**src/hdl/wfbh_pkg.sv**
```systemverilog
// Shared constants and types for the word filter and bucket hash core.
`default_nettype none
package wfbh_pkg;

  localparam int unsigned MAX_WORD_LENGTH = 255;
  localparam int unsigned LEN_W           = $clog2(MAX_WORD_LENGTH + 2);
  localparam int unsigned QUEUE_DEPTH     = 4;
  localparam int unsigned QPTR_W          = $clog2(QUEUE_DEPTH);
  localparam int unsigned QCNT_W          = $clog2(QUEUE_DEPTH + 1);

  localparam logic [31:0] HASH_PRIME      = 32'h0100_0193;
  localparam logic [15:0] DEFAULT_BUCKETS = 16'd7919;
  localparam logic [7:0]  MAX_LETTERS_RST = 8'd16;
  localparam logic [LEN_W-1:0] MIN_LENGTH = LEN_W'(3);
  localparam logic [LEN_W-1:0] LEN_SAT    = LEN_W'(MAX_WORD_LENGTH + 1);
  localparam logic [LEN_W-1:0] LEN_MAX    = LEN_W'(MAX_WORD_LENGTH);

  localparam logic [7:0] CH_A = 8'h61;
  localparam logic [7:0] CH_Z = 8'h7a;
  localparam logic [7:0] CH_Q = 8'h71;
  localparam logic [7:0] CH_U = 8'h75;

  typedef enum logic [0:0] {
    REG_MAX_LETTERS  = 1'b0,
    REG_BUCKET_COUNT = 1'b1
  } cfg_reg_t;

  typedef struct packed {
    logic        qualifies;
    logic [31:0] hash_value;
    logic [7:0]  trimmed_length;
  } word_rec_t;

endpackage
`default_nettype wire

```
**src/hdl/wfbh_if.sv**
```systemverilog
// Valid/ready channel interfaces for character input and word results.
`default_nettype none
interface wfbh_in_if;
  logic       valid;
  logic       ready;
  logic [7:0] char_in;
  logic       last_char;

  modport source (output valid, output char_in, output last_char, input ready);
  modport sink   (input valid, input char_in, input last_char, output ready);
endinterface

interface wfbh_out_if;
  logic        valid;
  logic        ready;
  logic        qualifies;
  logic [31:0] hash_value;
  logic [15:0] bucket;
  logic [7:0]  trimmed_length;

  modport source (output valid, output qualifies, output hash_value, output bucket,
                  output trimmed_length, input ready);
  modport sink   (input valid, input qualifies, input hash_value, input bucket,
                  input trimmed_length, output ready);
endinterface
`default_nettype wire

```
**src/hdl/word_filter_and_bucket_hash_core.sv**
```systemverilog
// Top level: word filter with FNV-style hash and bucket modulo.
//
//   channel   dir  fields                                       transaction when
//   in_ch     in   char_in[7:0], last_char                      valid && ready
//   out_ch    out  qualifies, hash_value[31:0], bucket[15:0],   valid && ready
//                  trimmed_length[7:0]
//   cfg       in   cfg_index (0 max_letters, 1 bucket_count)    cfg_write
//
// Bytes are taken one per cycle; in_ch.ready drops only while the record queue is full.
// The front hashes each byte, except a u after a q, with one multiply and XOR. The back
// loads a word in IDLE, runs 32 remainder steps in DIV, registers the result in DONE and
// only then takes another, so a 4-entry queue buffers words. Reset is synchronous; no clearing pass.
`default_nettype none
module word_filter_and_bucket_hash_core
  import wfbh_pkg::*;
(
  input  wire logic        clk,
  input  wire logic        rst,
  input  wire logic        cfg_write,
  input  wire logic [0:0]  cfg_index,
  input  wire logic [15:0] cfg_data,
  wfbh_in_if.sink          in_ch,
  wfbh_out_if.source       out_ch
);

  logic [7:0]  max_letters;
  logic [15:0] bucket_count;
  logic        f_valid, f_ready;
  word_rec_t   f_rec;
  logic        b_valid, b_ready;
  word_rec_t   b_rec;

  always_ff @(posedge clk) begin
    if (rst) begin
      max_letters  <= MAX_LETTERS_RST;
      bucket_count <= DEFAULT_BUCKETS;
    end else if (cfg_write) begin
      case (cfg_reg_t'(cfg_index))
        REG_MAX_LETTERS:  max_letters  <= cfg_data[7:0];
        REG_BUCKET_COUNT: bucket_count <= cfg_data;
        default: begin
        end
      endcase
    end
  end

  wfbh_front u_front (
    .clk         (clk),
    .rst         (rst),
    .max_letters (max_letters),
    .in_valid    (in_ch.valid),
    .in_ready    (in_ch.ready),
    .char_in     (in_ch.char_in),
    .last_char   (in_ch.last_char),
    .rec_valid   (f_valid),
    .rec_ready   (f_ready),
    .rec         (f_rec)
  );

  wfbh_queue u_queue (
    .clk        (clk),
    .rst        (rst),
    .push_valid (f_valid),
    .push_ready (f_ready),
    .push_rec   (f_rec),
    .pop_valid  (b_valid),
    .pop_ready  (b_ready),
    .pop_rec    (b_rec)
  );

  wfbh_back u_back (
    .clk            (clk),
    .rst            (rst),
    .bucket_count   (bucket_count),
    .rec_valid      (b_valid),
    .rec_ready      (b_ready),
    .rec            (b_rec),
    .out_valid      (out_ch.valid),
    .out_ready      (out_ch.ready),
    .qualifies      (out_ch.qualifies),
    .hash_value     (out_ch.hash_value),
    .bucket         (out_ch.bucket),
    .trimmed_length (out_ch.trimmed_length)
  );

endmodule
`default_nettype wire

```
**src/hdl/wfbh_front.sv**
```systemverilog
// Per-byte word checker and running hash; emits one record per word.
`default_nettype none
module wfbh_front
  import wfbh_pkg::*;
(
  input  wire logic       clk,
  input  wire logic       rst,
  input  wire logic [7:0] max_letters,
  input  wire logic       in_valid,
  output logic            in_ready,
  input  wire logic [7:0] char_in,
  input  wire logic       last_char,
  output logic            rec_valid,
  input  wire logic       rec_ready,
  output word_rec_t       rec
);

  logic [31:0]      running_hash, running_hash_next;
  logic [LEN_W-1:0] raw_length, raw_length_next;
  logic [LEN_W-1:0] letter_count, letter_count_next;
  logic             after_q, after_q_next;
  logic             failed, failed_next;
  logic             accept;

  assign in_ready  = rec_ready;
  assign accept    = in_valid && in_ready;
  assign rec_valid = accept && last_char;

  always_comb begin
    raw_length_next   = (raw_length == LEN_SAT) ? raw_length : raw_length + LEN_W'(1);
    letter_count_next = letter_count;
    running_hash_next = running_hash;
    after_q_next      = 1'b0;
    failed_next       = failed;
    if (!(char_in inside {[CH_A:CH_Z]})) begin
      failed_next = 1'b1;
    end
    if (after_q) begin
      if (char_in != CH_U) begin
        failed_next = 1'b1;
      end
    end else begin
      running_hash_next = (running_hash * HASH_PRIME) ^ {24'd0, char_in};
      letter_count_next = (letter_count == LEN_SAT) ? letter_count
                                                   : letter_count + LEN_W'(1);
      after_q_next      = (char_in == CH_Q);
    end

    rec.hash_value     = running_hash_next;
    rec.trimmed_length = (letter_count_next > LEN_W'(255)) ? 8'd255 : letter_count_next[7:0];
    rec.qualifies      = !failed_next && !after_q_next
                         && (raw_length_next >= MIN_LENGTH)
                         && (raw_length_next <= LEN_MAX)
                         && (letter_count_next <= {{(LEN_W-8){1'b0}}, max_letters});
  end

  always_ff @(posedge clk) begin
    if (rst || (accept && last_char)) begin
      running_hash <= HASH_PRIME;
      raw_length   <= '0;
      letter_count <= '0;
      after_q      <= 1'b0;
      failed       <= 1'b0;
    end else if (accept) begin
      running_hash <= running_hash_next;
      raw_length   <= raw_length_next;
      letter_count <= letter_count_next;
      after_q      <= after_q_next;
      failed       <= failed_next;
    end
  end

endmodule
`default_nettype wire

```
**src/hdl/wfbh_queue.sv**
```systemverilog
// Small register queue of finished word records between front and back.
`default_nettype none
module wfbh_queue
  import wfbh_pkg::*;
(
  input  wire logic      clk,
  input  wire logic      rst,
  input  wire logic      push_valid,
  output logic           push_ready,
  input  wire word_rec_t push_rec,
  output logic           pop_valid,
  input  wire logic      pop_ready,
  output word_rec_t      pop_rec
);

  word_rec_t         entries [QUEUE_DEPTH];
  logic [QPTR_W-1:0] wr_ptr;
  logic [QPTR_W-1:0] rd_ptr;
  logic [QCNT_W-1:0] count;
  logic              push;
  logic              pop;

  assign push_ready = (count != QCNT_W'(QUEUE_DEPTH));
  assign pop_valid  = (count != '0);
  assign pop_rec    = entries[rd_ptr];
  assign push       = push_valid && push_ready;
  assign pop        = pop_valid && pop_ready;

  always_ff @(posedge clk) begin
    if (push) begin
      entries[wr_ptr] <= push_rec;
    end
  end

  always_ff @(posedge clk) begin
    if (rst) begin
      wr_ptr <= '0;
      rd_ptr <= '0;
      count  <= '0;
    end else begin
      if (push) begin
        wr_ptr <= wr_ptr + QPTR_W'(1);
      end
      if (pop) begin
        rd_ptr <= rd_ptr + QPTR_W'(1);
      end
      if (push && !pop) begin
        count <= count + QCNT_W'(1);
      end else if (pop && !push) begin
        count <= count - QCNT_W'(1);
      end
    end
  end

endmodule
`default_nettype wire

```
**src/hdl/wfbh_back.sv**
```systemverilog
// Bit-serial hash modulo bucket count and the registered result stage.
`default_nettype none
module wfbh_back
  import wfbh_pkg::*;
(
  input  wire logic        clk,
  input  wire logic        rst,
  input  wire logic [15:0] bucket_count,
  input  wire logic        rec_valid,
  output logic             rec_ready,
  input  wire word_rec_t   rec,
  output logic             out_valid,
  input  wire logic        out_ready,
  output logic             qualifies,
  output logic [31:0]      hash_value,
  output logic [15:0]      bucket,
  output logic [7:0]       trimmed_length
);

  typedef enum logic [1:0] {
    IDLE,
    DIV,
    DONE
  } state_t;

  state_t      state;
  word_rec_t   held;
  logic [31:0] dividend;
  logic [15:0] rem;
  logic [15:0] divisor;
  logic [4:0]  bit_cnt;
  logic [16:0] rem_shift;
  logic [16:0] rem_sub;
  logic        load;

  assign rec_ready = (state == IDLE);
  assign rem_shift = {rem, dividend[31]};
  assign rem_sub   = rem_shift - {1'b0, divisor};
  assign load      = (state == DONE) && (!out_valid || out_ready);

  always_ff @(posedge clk) begin
    if (rst) begin
      state     <= IDLE;
      out_valid <= 1'b0;
      bit_cnt   <= '0;
    end else begin
      if (load) begin
        out_valid <= 1'b1;
      end else if (out_ready) begin
        out_valid <= 1'b0;
      end
      case (state)
        IDLE: begin
          if (rec_valid) begin
            held     <= rec;
            dividend <= rec.hash_value;
            rem      <= '0;
            divisor  <= (bucket_count == '0) ? DEFAULT_BUCKETS : bucket_count;
            bit_cnt  <= '0;
            state    <= DIV;
          end
        end
        DIV: begin
          rem      <= rem_sub[16] ? rem_shift[15:0] : rem_sub[15:0];
          dividend <= {dividend[30:0], 1'b0};
          bit_cnt  <= bit_cnt + 5'd1;
          if (bit_cnt == 5'd31) begin
            state <= DONE;
          end
        end
        DONE: begin
          if (load) begin
            qualifies      <= held.qualifies;
            hash_value     <= held.hash_value;
            bucket         <= rem;
            trimmed_length <= held.trimmed_length;
            state          <= IDLE;
          end
        end
        default: begin
          state <= IDLE;
        end
      endcase
    end
  end

`ifndef SYNTHESIS
  a_rem_below_divisor: assert property (@(posedge clk) disable iff (rst)
    load |-> (rem < divisor))
    else $error("remainder not below divisor at result load");

  a_no_overwrite: assert property (@(posedge clk) disable iff (rst)
    (out_valid && !out_ready) |=> out_valid)
    else $error("stalled result dropped");

  a_div_length: assert property (@(posedge clk) disable iff (rst)
    (state == DIV && bit_cnt == 5'd31) |=> (state == DONE))
    else $error("division did not finish after 32 steps");

  a_accept_only_idle: assert property (@(posedge clk) disable iff (rst)
    (rec_valid && rec_ready) |=> (state == DIV && bit_cnt == 5'd0))
    else $error("record taken outside idle");
`endif

endmodule
`default_nettype wire
```
**src/flat_wrapper.sv**
```systemverilog
// flat-port wrapper written by rule: the top's interface ports become plain ports
module word_filter_and_bucket_hash_core_flat import wfbh_pkg::*;
  (clk, rst, cfg_write, cfg_index, cfg_data, in_ch_valid, in_ch_char_in, in_ch_last_char, in_ch_ready, out_ch_valid, out_ch_qualifies, out_ch_hash_value, out_ch_bucket, out_ch_trimmed_length, out_ch_ready);
  wfbh_in_if in_ch_i ();
  wfbh_out_if out_ch_i ();
  input  wire logic clk;
  input  wire logic rst;
  input  wire logic cfg_write;
  input  wire logic [0:0] cfg_index;
  input  wire logic [15:0] cfg_data;
  input wire logic [$bits(in_ch_i.valid)-1:0] in_ch_valid;
  input wire logic [$bits(in_ch_i.char_in)-1:0] in_ch_char_in;
  input wire logic [$bits(in_ch_i.last_char)-1:0] in_ch_last_char;
  output wire logic [$bits(in_ch_i.ready)-1:0] in_ch_ready;
  output wire logic [$bits(out_ch_i.valid)-1:0] out_ch_valid;
  output wire logic [$bits(out_ch_i.qualifies)-1:0] out_ch_qualifies;
  output wire logic [$bits(out_ch_i.hash_value)-1:0] out_ch_hash_value;
  output wire logic [$bits(out_ch_i.bucket)-1:0] out_ch_bucket;
  output wire logic [$bits(out_ch_i.trimmed_length)-1:0] out_ch_trimmed_length;
  input wire logic [$bits(out_ch_i.ready)-1:0] out_ch_ready;
  assign in_ch_i.valid = in_ch_valid;
  assign in_ch_i.char_in = in_ch_char_in;
  assign in_ch_i.last_char = in_ch_last_char;
  assign in_ch_ready = in_ch_i.ready;
  assign out_ch_valid = out_ch_i.valid;
  assign out_ch_qualifies = out_ch_i.qualifies;
  assign out_ch_hash_value = out_ch_i.hash_value;
  assign out_ch_bucket = out_ch_i.bucket;
  assign out_ch_trimmed_length = out_ch_i.trimmed_length;
  assign out_ch_i.ready = out_ch_ready;
  word_filter_and_bucket_hash_core u_core (.clk(clk), .rst(rst), .cfg_write(cfg_write), .cfg_index(cfg_index), .cfg_data(cfg_data), .in_ch(in_ch_i), .out_ch(out_ch_i));
endmodule
```
**config.mk**
```make
export PLATFORM = sky130hd
export DESIGN_NAME = word_filter_and_bucket_hash_core_flat
export DESIGN_NICKNAME = d
export VERILOG_FILES = /design/src/hdl/wfbh_pkg.sv /design/src/hdl/wfbh_if.sv /design/src/hdl/word_filter_and_bucket_hash_core.sv /design/src/hdl/wfbh_front.sv /design/src/hdl/wfbh_queue.sv /design/src/hdl/wfbh_back.sv /design/src/flat_wrapper.sv
export SDC_FILE = /design/constraint.sdc
export NUM_CORES = 1
export LEC_CHECK = 0
export ABC_AREA = 1
export BUFFER_PORTS_ARGS = -buffer_cell sky130_fd_sc_hd__buf_2
export CORE_MARGIN = 4
export CORE_UTILIZATION = 55
export DETAILED_ROUTE_END_ITERATION = 7
export GPL_TIMING_DRIVEN = 0
export PLACE_DENSITY = 0.75
export REMOVE_ABC_BUFFERS = 1
export SETUP_SLACK_MARGIN = 0.5
export SYNTH_ARGS = -nofsm -noshare
export SYNTH_HDL_FRONTEND = slang
export SYNTH_HIERARCHICAL = 1
export SYNTH_SLANG_ARGS = --single-unit
```
**constraint.sdc**
```tcl
create_clock -name clk -period 5.1 [get_ports clk]
set_input_delay 0.765 -clock clk [delete_from_list [all_inputs] [get_ports clk]]
set_output_delay 0.765 -clock clk [all_outputs]
set_load 0.03 [all_outputs]
```
==> results.md <==
| Step | Quantity | This run |
|:---|:---|:---|
| run status | Run status | finished clean |
| floorplanning | Floorplan die area | 47400 um2 |
| global route | GR Layer Usage met1 | 0.318 |
| worst setup path | R2r worst-path depth | 23 |
| worst hold path | Number of cells on the worst hold path | 0 |
| routing | Number of iterations in the first detailed-routing pass | 5 |
| worst setup path | Worst Setup Path Type | reg -> reg |
| worst setup path | Critical Path Start Type | register |
| cells and area | Ant. Diodes | 0 |
| timing | Peak Freq | 212 MHz |
| floorplanning | Top Ports | 90 |
| timing | Min Clock Period, post-route | 4720 ps |
| global route | Layer with the highest usage after global routing | met2 |
| global route | Number of global-route vias before repair | 18000 |
| logic synthesis | Post-synthesis instance area | 24200 um2 |
| placed design | RePlAce Congestion | 0.903 |
| worst setup path | Launch point of the worst reg-to-reg path | u_core/u_front/running_hash[21]$_SDFFE_PP0P_ |
| routing | Routed length per placed instance | 17.6 um |
| cells and area | Finished Core Util | 0.663 |
| clock tree | Insertion delay of the later-clocked pin in the worst-skew pair | 550 ps |
| logic synthesis | Sequential fraction of the synthesis area | 0.482 |
| logic synthesis | Post-synthesis sequential element count | 419 |
| floorplanning | Number of core rows | 76 |
| timing | Fin Clk Skew | 15.1 ps |
| timing | Setup violations, final | 0 |
| routing | Count of nets left with antenna violations after detail routing | 0 |
| cells and area | Total Nets Final | 3007 |
| placed design | Area after DPL | 25200 um2 |
| clock tree | TritonCTS clock tree | built |
| clock tree | Clock transition at path regs | 60 ps |
| clock tree | Maximum buffer depth of the clock tree | 3 |
| routing | Total via count after detailed routing | 18200 |
| run | Total of max-cap violations | 0 |
| timing | Max Transition Viols Final | 0 |
| global route | Global-route wire length before repair | 92.5 mm |
| logic synthesis | Most frequent cell after synthesis | sky130_fd_sc_hd__nand2_1 |
| clock tree | Root buf cell | sky130_fd_sc_hd__clkbuf_16 |
| global route | Met3 Use GR | 0.0270 |
| worst setup path | Worst Path Required | 5390 ps |
| global route | Number of antenna violations at the first check in global routing | 0 |
| routing | Drt first-iter violations | 1574 |
| floorplanning | Floorplan die height | 218 um |
| timing | Final worst-path cycle share | 0.926 |
| clock tree | Number of sinks driven by the clock tree | 419 |
| timing | Setup repair after global routing missed its margin | true |
| timing | Final hold slack | 407 ps |
| placed design | Final HPWL from detailed placement | 38.6 mm |
| placed design | IO Port Bufs | 89 |
| logic synthesis | Unique masters post-synth | 51 |
| worst setup path | Worst path arrival time | 5020 ps |
| placed design | Cell total after placement | 3172 |
| timing | Relative slew margins | 0.321 |
| routing | # DRC | 0 |
| cells and area | Share of post-route cells with drive strength above 1 | 0.203 |
| timing | Transition at the pin with the smallest max-transition slack | 1010 ps |
| logic synthesis | Most common library cells after synthesis | 523 x sky130_fd_sc_hd__nand2_1, 410 x sky130_fd_sc_hd__inv_1, 326 x sky130_fd_sc_hd__edfxtp_1, 264 x sky130_fd_sc_hd__nor2_1, 222 x sky130_fd_sc_hd__ha_1 |
| worst hold path | Min-Delay Path Class | reg -> reg |
| routing | Wire length reported by the detailed router | 58.0 mm |
| timing | Number of hold-slack violations in the final timing report | 0 |
| logic synthesis | Syn Inst Count | 2558 |
| global route | Final global-route overflow total | 0 |
| routing | Via-per-instance ratio | 5.52 |
| global route | Routing usage on met2 | 0.422 |
| clock tree | Number of CTS-inserted buffers | 43 |
| worst setup path | Maximum fanout along the worst path | 4 |
| worst setup path | Critical path endpoint category | register |
| cells and area | Area growth from synthesis to layout | 18.7% |
| logic synthesis | Asr flop ratio synth | 0 |
| global route | Global-route usage over all layers | 0.242 |
| worst setup path | Reg2reg setup slack | 380 ps |
| cells and area | Total non-filler cell area in the finished layout | 28700 um2 |
| logic synthesis | Largest area contributor in the netlist | sky130_fd_sc_hd__edfxtp_1 |
| floorplanning | Core Box Area | 43300 um2 |
| worst setup path | Critical path launch point | u_core/u_front/running_hash[21]$_SDFFE_PP0P_ |
| cells and area | Non-filler cells in the finished layout | 3296 |
| clock tree | Total number of H-tree levels | 2 |
| logic synthesis | Number of enable flip-flop cells after synthesis | 326 |
| logic synthesis | Yosys top cell area share | 0.405 |
| logic synthesis | Synthesis warning total | 6 |
| worst setup path | R2r endpoint | u_core/u_queue/entries[3][39]$_DFFE_PP_ |
| logic synthesis | Mean instance size in the synthesized netlist | 9.46 um2 |
| global route | Pin count of the biggest net entering global routing | 84 |
| floorplanning | Die Span X | 218 um |
| worst setup path | Critical path destination | u_core/u_queue/entries[3][39]$_DFFE_PP_ |
| logic synthesis | Most area-consuming cells after synthesis | sky130_fd_sc_hd__edfxtp_1 40%, sky130_fd_sc_hd__ha_1 11%, sky130_fd_sc_hd__nand2_1 8.1%, sky130_fd_sc_hd__dfxtp_1 7.7%, sky130_fd_sc_hd__inv_1 6.4% |
| floorplanning | Initial standard-cell utilization of the core | 0.559 |
| logic synthesis | Dominant synthesized flop cell | sky130_fd_sc_hd__edfxtp_1 |
==> routing by layer <==
layer  vias to the layer above  routed length, um
met5                         -                  0
met4                         0               1580
met3                       115               3820
met2                       624              28900
met1                      8810              23700
li1                       8638                  -
==> flip-flops by register name (all words and copies together), names as in the netlist, 9 cells and up, named ones only <==
register,cells
u_core/u_back/hash_value,32
u_core/u_front/raw_length,9
u_core/u_back/bucket,16
u_core/u_back/dividend,32
u_core/u_front/letter_count,9
u_core/u_back/divisor,16
u_core/bucket_count,16
u_core/u_queue/entries,164
u_core/u_front/running_hash,32
u_core/u_back/rem,16
u_core/u_back/held,41
==> kinds of logic after synthesis <==
family,synth area share
flops,0.482
xor+xnor,0.0155
simple gates,0.175
fa+ha+maj,0.178
compound gates,0.0682
buf+inv,0.0821
==> worst max-delay path, stage by stage (launching register included) <==
cell,delay (ps)
sky130_fd_sc_hd__dfxtp_4,390
sky130_fd_sc_hd__ha_4,210
sky130_fd_sc_hd__ha_4,250
sky130_fd_sc_hd__inv_2,30
sky130_fd_sc_hd__fa_1,420
sky130_fd_sc_hd__inv_1,70
sky130_fd_sc_hd__ha_2,160
sky130_fd_sc_hd__inv_2,30
sky130_fd_sc_hd__fa_1,510
sky130_fd_sc_hd__inv_2,50
sky130_fd_sc_hd__fa_1,530
sky130_fd_sc_hd__inv_1,60
sky130_fd_sc_hd__fa_1,540
sky130_fd_sc_hd__inv_2,50
sky130_fd_sc_hd__ha_4,280
sky130_fd_sc_hd__nand2_4,50
sky130_fd_sc_hd__nor2_4,90
sky130_fd_sc_hd__nand2_2,70
sky130_fd_sc_hd__nor3_2,160
sky130_fd_sc_hd__nand2_1,80
sky130_fd_sc_hd__nand2_2,120
sky130_fd_sc_hd__nand3_2,100
sky130_fd_sc_hd__nand3_4,110
sky130_fd_sc_hd__nand2_4,80
==> worst min-delay path by stage <==
stage	start	to	slack (ps)
final	u_core/u_back/held[5]$_DFFE_PP_	u_core/u_back/trimmed_length[5]$_DFFE_PP_	410
after global placement	u_core/u_back/held[16]$_DFFE_PP_	u_core/u_back/hash_value[8]$_DFFE_PP_	400
after CTS	cfg_data[11]	u_core/bucket_count[11]$_SDFFE_PP1P_	390
after floorplan	u_core/u_back/held[8]$_DFFE_PP_	u_core/u_back/hash_value[0]$_DFFE_PP_	400
after detailed placement	u_core/u_back/held[26]$_DFFE_PP_	u_core/u_back/hash_value[18]$_DFFE_PP_	400
after global routing	cfg_data[11]	u_core/bucket_count[11]$_SDFFE_PP1P_	400
==> cell usage in the layout, fill, tap and decap left out, types with 11 or more instances in the layout <==
master / instances
sky130_fd_sc_hd__nand2_1: 475
sky130_fd_sc_hd__inv_1: 383
sky130_fd_sc_hd__edfxtp_1: 326
sky130_fd_sc_hd__nor2_1: 236
sky130_fd_sc_hd__ha_1: 128
sky130_fd_sc_hd__nand3_1: 97
sky130_fd_sc_hd__buf_2: 89
sky130_fd_sc_hd__o21ai_0: 89
sky130_fd_sc_hd__ha_4: 74
sky130_fd_sc_hd__fa_1: 73
sky130_fd_sc_hd__a21oi_1: 70
sky130_fd_sc_hd__o21ai_1: 65
sky130_fd_sc_hd__dfxtp_1: 64
sky130_fd_sc_hd__clkbuf_16: 43
sky130_fd_sc_hd__nand2_2: 42
sky130_fd_sc_hd__buf_4: 41
sky130_fd_sc_hd__o22ai_1: 41
sky130_fd_sc_hd__inv_2: 35
sky130_fd_sc_hd__nand3_2: 25
sky130_fd_sc_hd__dfxtp_4: 25
sky130_fd_sc_hd__xor2_1: 24
sky130_fd_sc_hd__nand2_4: 22
sky130_fd_sc_hd__nor2_4: 21
sky130_fd_sc_hd__ha_2: 20
sky130_fd_sc_hd__nand4_1: 16
sky130_fd_sc_hd__xnor2_1: 13
sky130_fd_sc_hd__nor2_2: 11
sky130_fd_sc_hd__a21oi_2: 11
sky130_fd_sc_hd__o21ai_2: 11
==> stage by stage <==
| step | TNS [ps] | worst slack (ps) |
|---|---|---|
| 6_report | 0 | 376 |
| 5_1_grt | 0 | 201 |
| 4_1_cts | 0 | 413 |
| 3_5_place_dp | -18530 | -401 |
| 3_3_place_gp | -560110 | -2490 |
| 2_1_floorplan | -11070 | -194 |
==> timing repair <==
action	in CTS	in global routing
setup endpoints to repair	110	111
hold buffers	0	0
pin swaps	113	23
setup buffers	41	4
gates resized for setup	282	76
==> cell type report <==
| type | count | area [um2] |
|---|---|---|
| Tap cell | 585 | 732 |
| Clock buffer | 55 | 1160 |
| Inverter | 423 | 1600 |
| Timing Repair Buffer | 147 | 1030 |
| Clock inverter | 23 | 249 |
| Sequential cell | 419 | 11800 |
| Fill cell | 3177 | 14600 |
| Multi-Input combinational cell | 1644 | 12200 |
Power is left out: the tool's default activity adds up to more than one toggle a clock period on the data nets, which glitch-free logic cannot reach.
